--- src/sv/bmms_pkg.sv ---
`default_nettype none

package bmms_pkg;

    // Bin geometry and storage widths.
    localparam int NUM_BINS   = 12;
    localparam int COUNT_BITS = 16;
    localparam int MONTHS     = 12;
    localparam int NBIN       = (NUM_BINS < MONTHS) ? NUM_BINS : MONTHS;
    localparam int IDX_W      = (NBIN > 1) ? $clog2(NBIN) : 1;

    // Field widths of the input and result items.
    localparam int YEAR_W     = 14;
    localparam int MONTH_W    = 4;
    localparam int TEMP_W     = 8;
    localparam int STATUS_W   = 2;
    localparam int CNT_OUT_W  = 16;
    localparam int MEAN_W     = 12;
    localparam int FRAC_W     = 4;

    // Accumulator and divider widths.
    localparam int SUM_W      = COUNT_BITS + TEMP_W;
    localparam int STEP_W     = $clog2(MEAN_W);

    localparam int IN_DATA_W  = 32;
    localparam int OUT_DATA_W = 48;

    localparam logic [COUNT_BITS-1:0] COUNT_MAX = '1;

    typedef enum logic [STATUS_W-1:0] {
        ST_OK         = 2'd0,
        ST_OTHER_YEAR = 2'd1,
        ST_BAD_MONTH  = 2'd2,
        ST_FULL       = 2'd3
    } t_status;

    typedef struct packed {
        logic accept;
        logic update;
        logic div_step;
        logic load_out;
    } t_dp_cmd;

    typedef struct packed {
        logic div_last;
        logic out_free;
    } t_dp_status;

endpackage

`default_nettype wire

--- src/sv/bmms_ctrl.sv ---
`default_nettype none

module bmms_ctrl
    import bmms_pkg::*;
(
    input  wire logic       i_clk,
    input  wire logic       i_rst_n,
    input  wire logic       i_s_axis_tvalid,
    output logic            o_s_axis_tready,
    input  wire t_dp_status i_status,
    output t_dp_cmd         o_cmd
);

    typedef enum logic [3:0] {
        S_IDLE   = 4'b0001,
        S_UPDATE = 4'b0010,
        S_DIV    = 4'b0100,
        S_FINISH = 4'b1000
    } t_state;

    t_state r_state;
    t_state n_state;

    always_comb begin
        n_state = r_state;
        unique case (r_state)
            S_IDLE: begin
                if (i_s_axis_tvalid) begin
                    n_state = S_UPDATE;
                end
            end
            S_UPDATE: begin
                n_state = S_DIV;
            end
            S_DIV: begin
                if (i_status.div_last) begin
                    n_state = S_FINISH;
                end
            end
            S_FINISH: begin
                if (i_status.out_free) begin
                    n_state = S_IDLE;
                end
            end
            default: begin
                n_state = S_IDLE;
            end
        endcase
    end

    always_ff @(posedge i_clk) begin
        if (!i_rst_n) begin
            r_state <= S_IDLE;
        end else begin
            r_state <= n_state;
        end
    end

    assign o_s_axis_tready = (r_state == S_IDLE);

    always_comb begin
        o_cmd          = '0;
        o_cmd.accept   = (r_state == S_IDLE) && i_s_axis_tvalid;
        o_cmd.update   = (r_state == S_UPDATE);
        o_cmd.div_step = (r_state == S_DIV);
        o_cmd.load_out = (r_state == S_FINISH) && i_status.out_free;
    end

    a_accept_starts_update: assert property (@(posedge i_clk) disable iff (!i_rst_n)
        o_cmd.accept |=> (r_state == S_UPDATE))
        else $error("accepted item did not start a bin update");

    a_load_needs_free_output: assert property (@(posedge i_clk) disable iff (!i_rst_n)
        o_cmd.load_out |-> i_status.out_free)
        else $error("result loaded over a pending result");

    a_div_runs_after_update: assert property (@(posedge i_clk) disable iff (!i_rst_n)
        o_cmd.update |=> o_cmd.div_step)
        else $error("divider did not start after the bin update");

endmodule

`default_nettype wire

--- src/sv/bmms_datapath.sv ---
`default_nettype none

module bmms_datapath
    import bmms_pkg::*;
(
    input  wire logic                  i_clk,
    input  wire logic                  i_rst_n,
    input  wire t_dp_cmd               i_cmd,
    input  wire logic [IN_DATA_W-1:0]  i_s_axis_tdata,
    input  wire logic                  i_m_axis_tready,
    output t_dp_status                 o_status,
    output logic                       o_m_axis_tvalid,
    output logic [OUT_DATA_W-1:0]      o_m_axis_tdata
);

    // Captured input item.
    logic [YEAR_W-1:0]  r_in_year;
    logic [MONTH_W-1:0] r_in_month;
    logic [TEMP_W-1:0]  r_in_temp;

    // Bin storage; only the counts need clearing, the rest is rewritten
    // by the first sample of an empty bin.
    logic [YEAR_W-1:0]     r_bin_year  [NBIN];
    logic [TEMP_W-1:0]     r_bin_min   [NBIN];
    logic [TEMP_W-1:0]     r_bin_max   [NBIN];
    logic [SUM_W-1:0]      r_bin_sum   [NBIN];
    logic [COUNT_BITS-1:0] r_bin_count [NBIN];

    // Result under construction and the mean divider.
    t_status               r_res_status;
    logic [COUNT_BITS-1:0] r_res_cnt;
    logic [TEMP_W-1:0]     r_res_min;
    logic [TEMP_W-1:0]     r_res_max;
    logic                  r_neg;
    logic [COUNT_BITS-1:0] r_rem;
    logic [MEAN_W-1:0]     r_shift;
    logic [COUNT_BITS-1:0] r_div;
    logic [MEAN_W-1:0]     r_quo;
    logic [STEP_W-1:0]     r_step;

    // Output register.
    logic                  r_out_valid;
    t_status               r_out_status;
    logic [CNT_OUT_W-1:0]  r_out_cnt;
    logic [TEMP_W-1:0]     r_out_min;
    logic [TEMP_W-1:0]     r_out_max;
    logic [MEAN_W-1:0]     r_out_mean;

    logic [MONTH_W-1:0]    w_month_m1;
    logic                  w_month_ok;
    logic [IDX_W-1:0]      w_idx;
    logic [COUNT_BITS-1:0] w_cur_cnt;
    logic [YEAR_W-1:0]     w_cur_year;
    logic [TEMP_W-1:0]     w_cur_min;
    logic [TEMP_W-1:0]     w_cur_max;
    logic [SUM_W-1:0]      w_cur_sum;
    logic [SUM_W-1:0]      w_temp_ext;
    t_status               w_stat;
    logic                  w_write;
    logic [COUNT_BITS-1:0] w_new_cnt;
    logic [TEMP_W-1:0]     w_new_min;
    logic [TEMP_W-1:0]     w_new_max;
    logic [SUM_W-1:0]      w_new_sum;
    logic [SUM_W-1:0]      w_mag;
    logic [SUM_W+FRAC_W-1:0] w_dvd;
    logic [COUNT_BITS:0]   w_trial;
    logic                  w_ge;
    logic [COUNT_BITS:0]   w_diff;
    logic [MEAN_W-1:0]     w_mean;
    logic [31:0]           w_cnt_wide;

    assign w_month_m1 = r_in_month - MONTH_W'(1);
    assign w_month_ok = (r_in_month != '0) && (r_in_month <= MONTH_W'(MONTHS))
                        && (32'(w_month_m1) < NBIN);
    assign w_idx      = w_month_m1[IDX_W-1:0];

    always_comb begin
        w_cur_cnt  = '0;
        w_cur_year = '0;
        w_cur_min  = '0;
        w_cur_max  = '0;
        w_cur_sum  = '0;
        if (w_month_ok) begin
            w_cur_cnt  = r_bin_count[w_idx];
            w_cur_year = r_bin_year[w_idx];
            w_cur_min  = r_bin_min[w_idx];
            w_cur_max  = r_bin_max[w_idx];
            w_cur_sum  = r_bin_sum[w_idx];
        end
    end

    assign w_temp_ext = {{(SUM_W-TEMP_W){r_in_temp[TEMP_W-1]}}, r_in_temp};

    // Status and updated bin contents; a dropped sample leaves the bin as it is.
    always_comb begin
        w_stat    = ST_OK;
        w_write   = 1'b0;
        w_new_cnt = w_cur_cnt;
        w_new_min = w_cur_min;
        w_new_max = w_cur_max;
        w_new_sum = w_cur_sum;
        priority if (!w_month_ok) begin
            w_stat = ST_BAD_MONTH;
        end else if (w_cur_cnt == '0) begin
            w_write   = 1'b1;
            w_new_cnt = COUNT_BITS'(1);
            w_new_min = r_in_temp;
            w_new_max = r_in_temp;
            w_new_sum = w_temp_ext;
        end else if (w_cur_year != r_in_year) begin
            w_stat = ST_OTHER_YEAR;
        end else if (w_cur_cnt == COUNT_MAX) begin
            w_stat = ST_FULL;
        end else begin
            w_write   = 1'b1;
            w_new_cnt = w_cur_cnt + COUNT_BITS'(1);
            w_new_sum = w_cur_sum + w_temp_ext;
            if ($signed(r_in_temp) < $signed(w_cur_min)) begin
                w_new_min = r_in_temp;
            end
            if ($signed(r_in_temp) > $signed(w_cur_max)) begin
                w_new_max = r_in_temp;
            end
        end
    end

    // The mean never exceeds 2048 in magnitude, so the top COUNT_BITS bits of
    // the scaled dividend are already below the count and seed the remainder.
    assign w_mag = w_new_sum[SUM_W-1] ? (SUM_W'(0) - w_new_sum) : w_new_sum;
    assign w_dvd = {w_mag, FRAC_W'(0)};

    assign w_trial = {r_rem, r_shift[MEAN_W-1]};
    assign w_ge    = (w_trial >= {1'b0, r_div});
    assign w_diff  = w_trial - {1'b0, r_div};

    always_ff @(posedge i_clk) begin
        if (i_cmd.accept) begin
            r_in_year  <= i_s_axis_tdata[YEAR_W-1:0];
            r_in_month <= i_s_axis_tdata[YEAR_W+MONTH_W-1:YEAR_W];
            r_in_temp  <= i_s_axis_tdata[YEAR_W+MONTH_W+TEMP_W-1:YEAR_W+MONTH_W];
        end
        if (i_cmd.update) begin
            r_res_status <= w_stat;
            r_res_cnt    <= w_new_cnt;
            r_res_min    <= w_new_min;
            r_res_max    <= w_new_max;
            r_neg        <= w_new_sum[SUM_W-1];
            r_rem        <= w_dvd[SUM_W+FRAC_W-1:MEAN_W];
            r_shift      <= w_dvd[MEAN_W-1:0];
            r_div        <= w_new_cnt;
            r_quo        <= '0;
            r_step       <= '0;
        end else if (i_cmd.div_step) begin
            r_rem   <= w_ge ? w_diff[COUNT_BITS-1:0] : w_trial[COUNT_BITS-1:0];
            r_shift <= {r_shift[MEAN_W-2:0], 1'b0};
            r_quo   <= {r_quo[MEAN_W-2:0], w_ge};
            r_step  <= r_step + STEP_W'(1);
        end
    end

    always_ff @(posedge i_clk) begin
        if (!i_rst_n) begin
            for (int i = 0; i < NBIN; i++) begin
                r_bin_count[i] <= '0;
            end
        end else if (i_cmd.update && w_write) begin
            r_bin_count[w_idx] <= w_new_cnt;
        end
    end

    always_ff @(posedge i_clk) begin
        if (i_cmd.update && w_write) begin
            r_bin_year[w_idx] <= r_in_year;
            r_bin_min[w_idx]  <= w_new_min;
            r_bin_max[w_idx]  <= w_new_max;
            r_bin_sum[w_idx]  <= w_new_sum;
        end
    end

    assign w_mean     = (r_res_status == ST_BAD_MONTH) ? '0
                      : (r_neg ? (MEAN_W'(0) - r_quo) : r_quo);
    assign w_cnt_wide = 32'(r_res_cnt);

    always_ff @(posedge i_clk) begin
        if (!i_rst_n) begin
            r_out_valid <= 1'b0;
        end else if (i_cmd.load_out) begin
            r_out_valid <= 1'b1;
        end else if (i_m_axis_tready) begin
            r_out_valid <= 1'b0;
        end
    end

    always_ff @(posedge i_clk) begin
        if (i_cmd.load_out) begin
            r_out_status <= r_res_status;
            r_out_cnt    <= w_cnt_wide[CNT_OUT_W-1:0];
            r_out_min    <= r_res_min;
            r_out_max    <= r_res_max;
            r_out_mean   <= w_mean;
        end
    end

    assign o_status.div_last = (r_step == STEP_W'(MEAN_W - 1));
    assign o_status.out_free = !r_out_valid || i_m_axis_tready;

    assign o_m_axis_tvalid = r_out_valid;
    assign o_m_axis_tdata  = {(OUT_DATA_W - STATUS_W - CNT_OUT_W - 2*TEMP_W - MEAN_W)'(0),
                              r_out_mean, r_out_max, r_out_min, r_out_cnt, r_out_status};

    a_bad_month_zero: assert property (@(posedge i_clk) disable iff (!i_rst_n)
        (r_out_valid && (r_out_status == ST_BAD_MONTH)) |->
        ((r_out_cnt == '0) && (r_out_min == '0) && (r_out_max == '0) && (r_out_mean == '0)))
        else $error("bad-month result carries bin statistics");

    a_ok_has_count: assert property (@(posedge i_clk) disable iff (!i_rst_n)
        (r_out_valid && (r_out_status == ST_OK)) |-> (r_out_cnt != '0) || (COUNT_BITS > 16))
        else $error("accepted sample reported an empty bin");

    a_mean_in_range: assert property (@(posedge i_clk) disable iff (!i_rst_n)
        (r_out_valid && (r_out_status != ST_BAD_MONTH)) |->
        (($signed({{4{r_out_mean[MEAN_W-1]}}, r_out_mean}) >=
          $signed({r_out_min, 4'b0000}))
         && ($signed({{4{r_out_mean[MEAN_W-1]}}, r_out_mean}) <=
          $signed({r_out_max, 4'b0000}))))
        else $error("mean lies outside the bin's minimum and maximum");

endmodule

`default_nettype wire

--- src/sv/binned_min_max_mean_stats_unit.sv ---
// Binned minimum / maximum / mean statistics, one bin per calendar month.
//
// Input stream (s_axis): one item per sample, tdata = year, month, temperature.
// Output stream (m_axis): exactly one result item per input item, in order,
// carrying a status and the month bin's count, minimum, maximum and mean.
//
// Each item is accepted, then the bin is read and updated, a restoring
// divider produces the twelve-bit mean one bit per cycle, and the result is
// loaded into the output register, from where it appears on m_axis. A new
// item is taken only once the previous one has reached the output register,
// so the block does not take a new item while one is still in flight.
//
// The result sits in an output register; while the receiver holds tready low
// the result stays put and the block still takes and processes the next item,
// stalling only when that next result is ready and the register is occupied.
//
// Reset empties every bin at once (all counts cleared); the block is ready
// for an item as soon as reset is released.
`default_nettype none

module binned_min_max_mean_stats_unit
    import bmms_pkg::*;
(
    input  wire logic                  i_clk,
    input  wire logic                  i_rst_n,
    input  wire logic                  i_s_axis_tvalid,
    output logic                       o_s_axis_tready,
    // sample_year[13:0], sample_month[17:14], sample_temp[25:18], zero fill
    input  wire logic [IN_DATA_W-1:0]  i_s_axis_tdata,
    output logic                       o_m_axis_tvalid,
    input  wire logic                  i_m_axis_tready,
    // status[1:0], bin_count_out[17:2], bin_min_out[25:18], bin_max_out[33:26],
    // bin_mean_out[45:34], zero fill
    output logic [OUT_DATA_W-1:0]      o_m_axis_tdata
);

    t_dp_cmd    w_cmd;
    t_dp_status w_status;

    bmms_ctrl u_ctrl (
        .i_clk           (i_clk),
        .i_rst_n         (i_rst_n),
        .i_s_axis_tvalid (i_s_axis_tvalid),
        .o_s_axis_tready (o_s_axis_tready),
        .i_status        (w_status),
        .o_cmd           (w_cmd)
    );

    bmms_datapath u_datapath (
        .i_clk           (i_clk),
        .i_rst_n         (i_rst_n),
        .i_cmd           (w_cmd),
        .i_s_axis_tdata  (i_s_axis_tdata),
        .i_m_axis_tready (i_m_axis_tready),
        .o_status        (w_status),
        .o_m_axis_tvalid (o_m_axis_tvalid),
        .o_m_axis_tdata  (o_m_axis_tdata)
    );

endmodule

`default_nettype wire

--- config.mk ---
export PLATFORM = sky130hd
export DESIGN_NAME = binned_min_max_mean_stats_unit
export DESIGN_NICKNAME = d
export VERILOG_FILES = /design/src/sv/bmms_pkg.sv /design/src/sv/bmms_ctrl.sv /design/src/sv/bmms_datapath.sv /design/src/sv/binned_min_max_mean_stats_unit.sv
export SDC_FILE = /design/constraint.sdc
export NUM_CORES = 1
export LEC_CHECK = 0
export ABC_CLOCK_PERIOD_IN_PS = 20500
export BUFFER_PORTS_ARGS = -buffer_cell sky130_fd_sc_hd__buf_2
export CAP_MARGIN = 20
export CORE_MARGIN = 3
export CORE_UTILIZATION = 40
export CTS_CLUSTER_DIAMETER = 100
export DETAILED_ROUTE_END_ITERATION = 8
export GPL_ROUTABILITY_DRIVEN = 0
export MAX_ROUTING_LAYER = met4
export PLACE_DENSITY_LB_ADDON = 0.2
export SYNTH_ARGS = -nofsm -noshare
export SYNTH_HDL_FRONTEND = slang
export SYNTH_HIERARCHICAL = 1
export SYNTH_SLANG_ARGS = --single-unit
--- constraint.sdc ---
create_clock -name i_clk -period 20.5 [get_ports i_clk]
set_input_delay 1.025 -clock i_clk [delete_from_list [all_inputs] [get_ports i_clk]]
set_output_delay 1.025 -clock i_clk [all_outputs]
set_load 0.02 [all_outputs]
==> impl_metrics.toml, run 1 <==
[timing]
setup_tns_ns = 0
post-route-min-period_ns = 8.17
worst_pin_slew_ns = 1.17
finalHoldViolations = 0
fin_crit_sh = 0.399
finClkSkew_ns = 0.0292
rsz0062_at_grt = "false"
drv_slew = 0
setup_viol = 0
max_freq_mhz = 122
hold_ws_ns = 0.417
slew_headroom = 0.209

[worst_setup_path]
worst_setup_path_start_kind = "flop"
cp.arrival_ns = 8.58
path_class = "reg2reg"
r2r_end = "u_datapath/r_rem[10]"
r2r_slack_ns = 12.33
r2r_start = "u_datapath/r_in_month[1]"
crit_required_ns = 20.90
endpoint_kind = "flop"
cp_max_fo = 57
rr_worst_depth = 20

[layout]
seq_area_mm2 = 0.0296
final_core_util = 0.456
diodes = 0
fin_nets = 2967
n_fill_cell = 9219
area_growth_pct = 12.8
multiInputGateArea_mm2 = 0.0129
layout-drive-gt1-share = 0.202

[power_and_ir_drop]
p_comb_frac = 0.121
p_int_mw = 3.59
p_clk_frac = 0.395
powerDensity_mw_per_mm2 = 97.1
finalPower_mw = 4.76
leakagePower_nw = 16.7
peakVddDrop_mv = 0.0660
p_seq_frac = 0.483
switchingPower_mw = 1.17
p_sw_frac = 0.245

[synthesis]
syn_inst = 2762
synthesis.area_mm2 = 0.0434
syn_area_per_cell_um2 = 15.7
synth.area.top_cells = "edfxtp_1 67%, mux4_2 11%, nor2_1 2.7%"
synth_top_cell_area_share = 0.672
synth.distinct_cells = 85
synth_warnings = 6
synth_edf_count = 971
synth-async-reset-ratio = 0
post-synth-top-count-cell = "edfxtp_1"
ys.flop_type = "edfxtp_1"
ys_ff_latch = 992
yosysSeqAreaShare = 0.681
synthTopCellsByCount = "971 x edfxtp_1, 318 x nor2_1, 210 x mux4_2"
synth_top_area_cell = "edfxtp_1"

[die]
die_area_mm2 = 0.113
boundaryPins = 86
fp.coreArea_mm2 = 0.107
die_width_um = 335
start_util = 0.404
core.rowCount = 120
die_h_um = 335

[clocking]
clockRootBuffer = "clkbuf_16"
cts_inserted_buffers = 103
clock_sinks = 992
cts_hold_buf = 0
cts_resized = 0
h-tree-depth = 3
path_clk_slew_ns = 0.06
post-cts-setup-buffers = 0
cts.path.max_buffers = 3
worstSkewPairLatency_ns = 0.67
cts_tree = "done"

[grt]
gr-usage-all-layers = 0.198
grt_max_degree = 95
grt.overflow.total = 0
antenna_found_initial = 1
grt_pass1_wl_mm = 162
grt_pass1_vias = 25611

[run_status]
status = "finished clean"

[detailed_routing]
ant_nets = 0
wl_mm = 108
drtIter0Drc = 2288
viasPerCell = 5.67
wire_per_inst_um = 24.8
num_vias = 24699
firstDrtPassIters = 5
drc = 0

[hold_path]
min_path_type = "reg2reg"
whs_endpoint = "u_datapath/r_out_max[2]"
min_from = "u_datapath/r_res_max[2]"
min_path_cells = 0

[placement]
port_buffers = 77
place_hpwl_mm = 62.6

[run]
drv_cap = 0
-- power groups by stage --
stage / clock [mW] / sequential, mW / combinational [mW]
after CTS: 1.93 / 2.30 / 0.570
after global routing: 2.01 / 2.30 / 0.627
after detailed placement: 0 / 2.34 / 0.567
after global placement: 0 / 2.34 / 0.554
after floorplan: 0 / 2.33 / 0.397
final: 1.88 / 2.30 / 0.577
-- kinds of logic (layout without fill, tap and decap cells) --
| kind of cell | after synthesis | in the layout | synth area share |
|---|---|---|---|
| adder cells (fa/ha/maj) | 65 | 65 | 0.0191 |
| flip-flops | 992 | 992 | 0.681 |
| other | 1 | 2 | 0.0000864 |
| XOR/XNOR | 77 | 77 | 0.0155 |
| multiplexers | 272 | 272 | 0.123 |
| buffers and inverters | 232 | 423 | 0.0239 |
| AND/OR/NAND/NOR | 735 | 735 | 0.0792 |
| AO/OA/AOI/OAI | 388 | 388 | 0.0575 |
-- routing by layer --
metal,wire [um],GRT usage
met4,2120,0.0511
met5,0,-
met2,52900,0.323
met1,46300,0.260
met3,6750,0.0312
-- worst max path at each step --
stage / startpoint / to / cells past startpoint
floorplan: u_datapath/r_in_month[0] / u_datapath/r_bin_count[11][10] / 32
global placement: u_datapath/r_in_month[1] / u_datapath/r_rem[14] / 20
detailed placement: u_datapath/r_in_month[1] / u_datapath/r_rem[10] / 20
CTS: u_datapath/r_in_month[1] / u_datapath/r_rem[10] / 20
global route: u_datapath/r_in_month[1] / u_datapath/r_rem[10] / 20
finish: u_datapath/r_in_month[1] / u_datapath/r_rem[10] / 20
-- registers in the layout (all words and copies together), names as in the netlist, 16 cells and up --
register / count
u_datapath/r_bin_sum: 288
u_datapath/r_bin_count: 192
u_datapath/r_bin_year: 168
u_datapath/r_bin_max: 96
u_datapath/r_bin_min: 96
u_datapath/r_div: 16
u_datapath/r_out_cnt: 16
u_datapath/r_rem: 16
-- final cells by class --
cell class	instances	share of cell area
well taps	1403	0.0358
clock buffers	120	0.0548
multi-input cells	1539	0.264
clock inverters	73	0.0150
inverters	71	0.00544
repair buffers	159	0.0206
flip-flops and latches	992	0.604
-- critical path, stage by stage, from the launching register on --
cell and delay [ns]:
edfxtp_1 0.68, inv_1 0.17, ha_4 0.91, buf_4 0.82, mux4_2 0.40, mux2i_1 0.10, a211oi_1 0.62, and4_1 0.35
nand4_1 0.27, or2_1 0.41, nand3_2 0.55, mux2_2 0.28, a211oi_1 0.12, inv_1 0.13, ha_1 0.20, o311ai_0 0.23
a311oi_2 0.55, nand4_1 0.31, o31ai_1 0.33, xor2_1 0.29, a21oi_1 0.11
-- layout by cell type (no fill, tap or decap), types with 10 or more instances in the layout --
| cell | n |
|---|---|
| inv_1 | 66 |
| xnor2_1 | 35 |
| nor3_1 | 18 |
| mux2i_1 | 53 |
| o31ai_1 | 13 |
| nor2_1 | 318 |
| clkbuf_16 | 105 |
| xor2_1 | 40 |
| nand2_1 | 178 |
| clkbuf_1 | 15 |
| nand2b_1 | 29 |
| a211oi_1 | 23 |
| and2_1 | 10 |
| o21ai_0 | 82 |
| clkinv_2 | 23 |
| o211ai_1 | 11 |
| clkinv_1 | 20 |
| o21a_1 | 12 |
| nor4_1 | 15 |
| a21oi_1 | 104 |
| buf_4 | 75 |
| and2_4 | 10 |
| a31oi_1 | 33 |
| bufinv_16 | 13 |
| a21o_1 | 11 |
| dfxtp_1 | 21 |
| ha_1 | 62 |
| buf_2 | 80 |
| and3_1 | 27 |
| o21ai_1 | 13 |
| mux4_2 | 210 |
| nor2b_1 | 11 |
| nand4_1 | 11 |
| nand3_1 | 40 |
| edfxtp_1 | 971 |
-- stage by stage --
step,cell area (um2),worst slack (ns),instances
2_1_floorplan,43400,9.38,2763
3_3_place_gp,45400,12.13,4148
3_5_place_dp,45500,12.43,4153
4_1_cts,48900,12.42,4346
5_1_grt,49000,11.99,4357
6_report,49000,12.33,4357
(Power assumes the default switching activity.)
==> run 2, diff against run 1 <==
--- a/config.mk
+++ b/config.mk
@@ -5,7 +5,7 @@
 export SDC_FILE = /design/constraint.sdc
 export NUM_CORES = 1
 export LEC_CHECK = 0
-export ABC_CLOCK_PERIOD_IN_PS = 20500
+export ABC_CLOCK_PERIOD_IN_PS = 8000
 export BUFFER_PORTS_ARGS = -buffer_cell sky130_fd_sc_hd__buf_2
 export CAP_MARGIN = 20
 export CORE_MARGIN = 3
==> constraint.sdc (replaced) <==
create_clock -name i_clk -period 8 [get_ports i_clk]
set_input_delay 0.4 -clock i_clk [delete_from_list [all_inputs] [get_ports i_clk]]
set_output_delay 0.4 -clock i_clk [all_outputs]
set_load 0.02 [all_outputs]
==> impl_metrics.toml, run 2 (synthesis gave the netlist of run 1 again) <==
[run_status]
status = "finished clean"

[worst_setup_path]
r2r_slack_ns = 0.97
path_class = "reg2reg"
cp-startpoint = "u_datapath/r_in_month[0]"
endpoint_kind = "flop"
endpoint = "u_datapath/r_rem[13]"
rr_worst_depth = 23
worst_setup_path_start_kind = "flop"
cp.arrival_ns = 7.43
cp_max_fo = 51
r2r_start = "u_datapath/r_in_month[0]"
crit_required_ns = 8.40
r2r_end = "u_datapath/r_rem[13]"

[timing]
fin_ws_ns = 0.965
setup_viol = 0
finClkSkew_ns = 0.0385
finalHoldViolations = 0
fin_crit_sh = 0.879
post-route-min-period_ns = 7.03
rsz0062_at_grt = "false"
setup_tns_ns = 0
slew_headroom = 0.269
max_freq_mhz = 142
hold_ws_ns = 0.142
drv_slew = 0
worst_pin_slew_ns = 1.09

[detailed_routing]
drc = 0
wl_mm = 108
num_vias = 24844
ant_nets = 0
viasPerCell = 5.66
firstDrtPassIters = 7
drtIter0Drc = 2263
wire_per_inst_um = 24.7

[power_and_ir_drop]
p_clk_frac = 0.386
peakVddDrop_mv = 0.149
p_int_mw = 9.13
p_comb_frac = 0.124
p_sw_frac = 0.242
p_seq_frac = 0.489
leakagePower_nw = 16.8
powerDensity_mw_per_mm2 = 244
switchingPower_mw = 2.92

[clocking]
cts.path.max_buffers = 3
cts_resized = 0
post-cts-setup-buffers = 0
cts_inserted_buffers = 105
clock_sinks = 992
path_clk_slew_ns = 0.06
clockRootBuffer = "clkbuf_16"
cts_tree = "done"
cts_hold_buf = 27
h-tree-depth = 3
worstSkewPairLatency_ns = 0.67

[layout]
max_flop_register = "u_datapath/r_bin_sum"
largest_reg_flops = 288
n_fill_cell = 9273
final_common_cell = "edfxtp_1"
multiInputGateArea_mm2 = 0.0130
reg_top3 = "u_datapath/r_bin_sum: 288 flops, u_datapath/r_bin_count: 192 flops, u_datapath/r_bin_year: 168 flops"
diodes = 0
fin_nets = 3003
area_growth_pct = 13.6
layout_common_cells = "971 x edfxtp_1, 318 x nor2_1, 210 x mux4_2"
layout-drive-gt1-share = 0.197
seq_area_mm2 = 0.0296

[placement]
port_buffers = 77
dp_slack_ns = 0.998
place_hpwl_mm = 63.6

[die]
die_h_um = 335
boundaryPins = 86
core.rowCount = 120
die_width_um = 335
die_area_mm2 = 0.113
start_util = 0.404
fp.coreArea_mm2 = 0.107

[grt]
grt_pass1_wl_mm = 162
grt_pass1_vias = 25490
grt.overflow.total = 0
grt_max_degree = 103
gr-usage-all-layers = 0.198
antenna_found_initial = 0

[hold_path]
min_path_type = "in2reg"

[run]
drv_cap = 0
[run 2: worst max-delay path: stages (launching register included)]
cell	delay, ns
edfxtp_1	0.62
inv_1	0.17
ha_4	0.64
buf_12	0.38
mux4_2	0.36
mux2i_1	0.16
o21ai_0	0.17
and2_1	0.24
ha_1	0.21
inv_1	0.09
fa_1	0.22
nor2b_1	0.08
o31a_1	0.28
o21ai_0	0.44
o31a_1	0.28
nor3_1	0.11
o41ai_1	0.69
nand2_1	0.16
xnor2_1	0.17
mux2i_1	0.11
a21o_1	0.39
o41a_1	0.51
xnor2_1	0.15
a21oi_1	0.08
[run 2: how the worst min path moves through the flow]
stage,startpoint,to,slack (ns),cells after the start
final,i_m_axis_tready,u_datapath/o_m_axis_tvalid,0.14,3
after global routing,i_m_axis_tready,u_datapath/o_m_axis_tvalid,0.12,3
after CTS,i_m_axis_tready,u_datapath/o_m_axis_tvalid,0.07,3
after detailed placement,u_datapath/r_res_max[1],u_datapath/r_out_max[1],0.40,0
after global placement,u_datapath/r_res_max[3],u_datapath/r_out_max[3],0.40,0
after floorplan,u_datapath/r_res_max[0],u_datapath/r_out_max[0],0.40,0
[run 2: cell type report]
type | instances | area share
Inverter | 71 | 0.00540
Clock inverter | 49 | 0.00870
Multi-Input combinational cell | 1539 | 0.264
Clock buffer | 140 | 0.0578
Tap cell | 1403 | 0.0356
Timing Repair Buffer | 193 | 0.0294
Sequential cell | 992 | 0.599
[run 2: stage by stage]
stage	instances	cell area (um2)	power, mW	util
after global placement	4159	45700	7.43	0.425
after CTS	4379	49300	12.2	0.459
after floorplan	2763	43500	7.01	-
final	4387	49300	12.1	0.460
after global routing	4387	49300	12.5	0.460
after detailed placement	4163	45700	7.47	0.426
[run 2: power by group through the flow]
stage	clock, mW	combinational [mW]	sequential, mW
CTS	4.77	1.49	5.90
detailed placement	0	1.47	6.01
global route	4.99	1.63	5.90
finish	4.65	1.50	5.90
global placement	0	1.43	6.00
floorplan	0	1.03	5.98
[run 2: metal layers]
layer	up-vias	wire, um	global-route usage
li1	11025	-	-
met1	12883	47100	0.266
met2	789	52600	0.316
met3	147	6100	0.0263
met4	0	2480	0.0595
met5	-	0	-
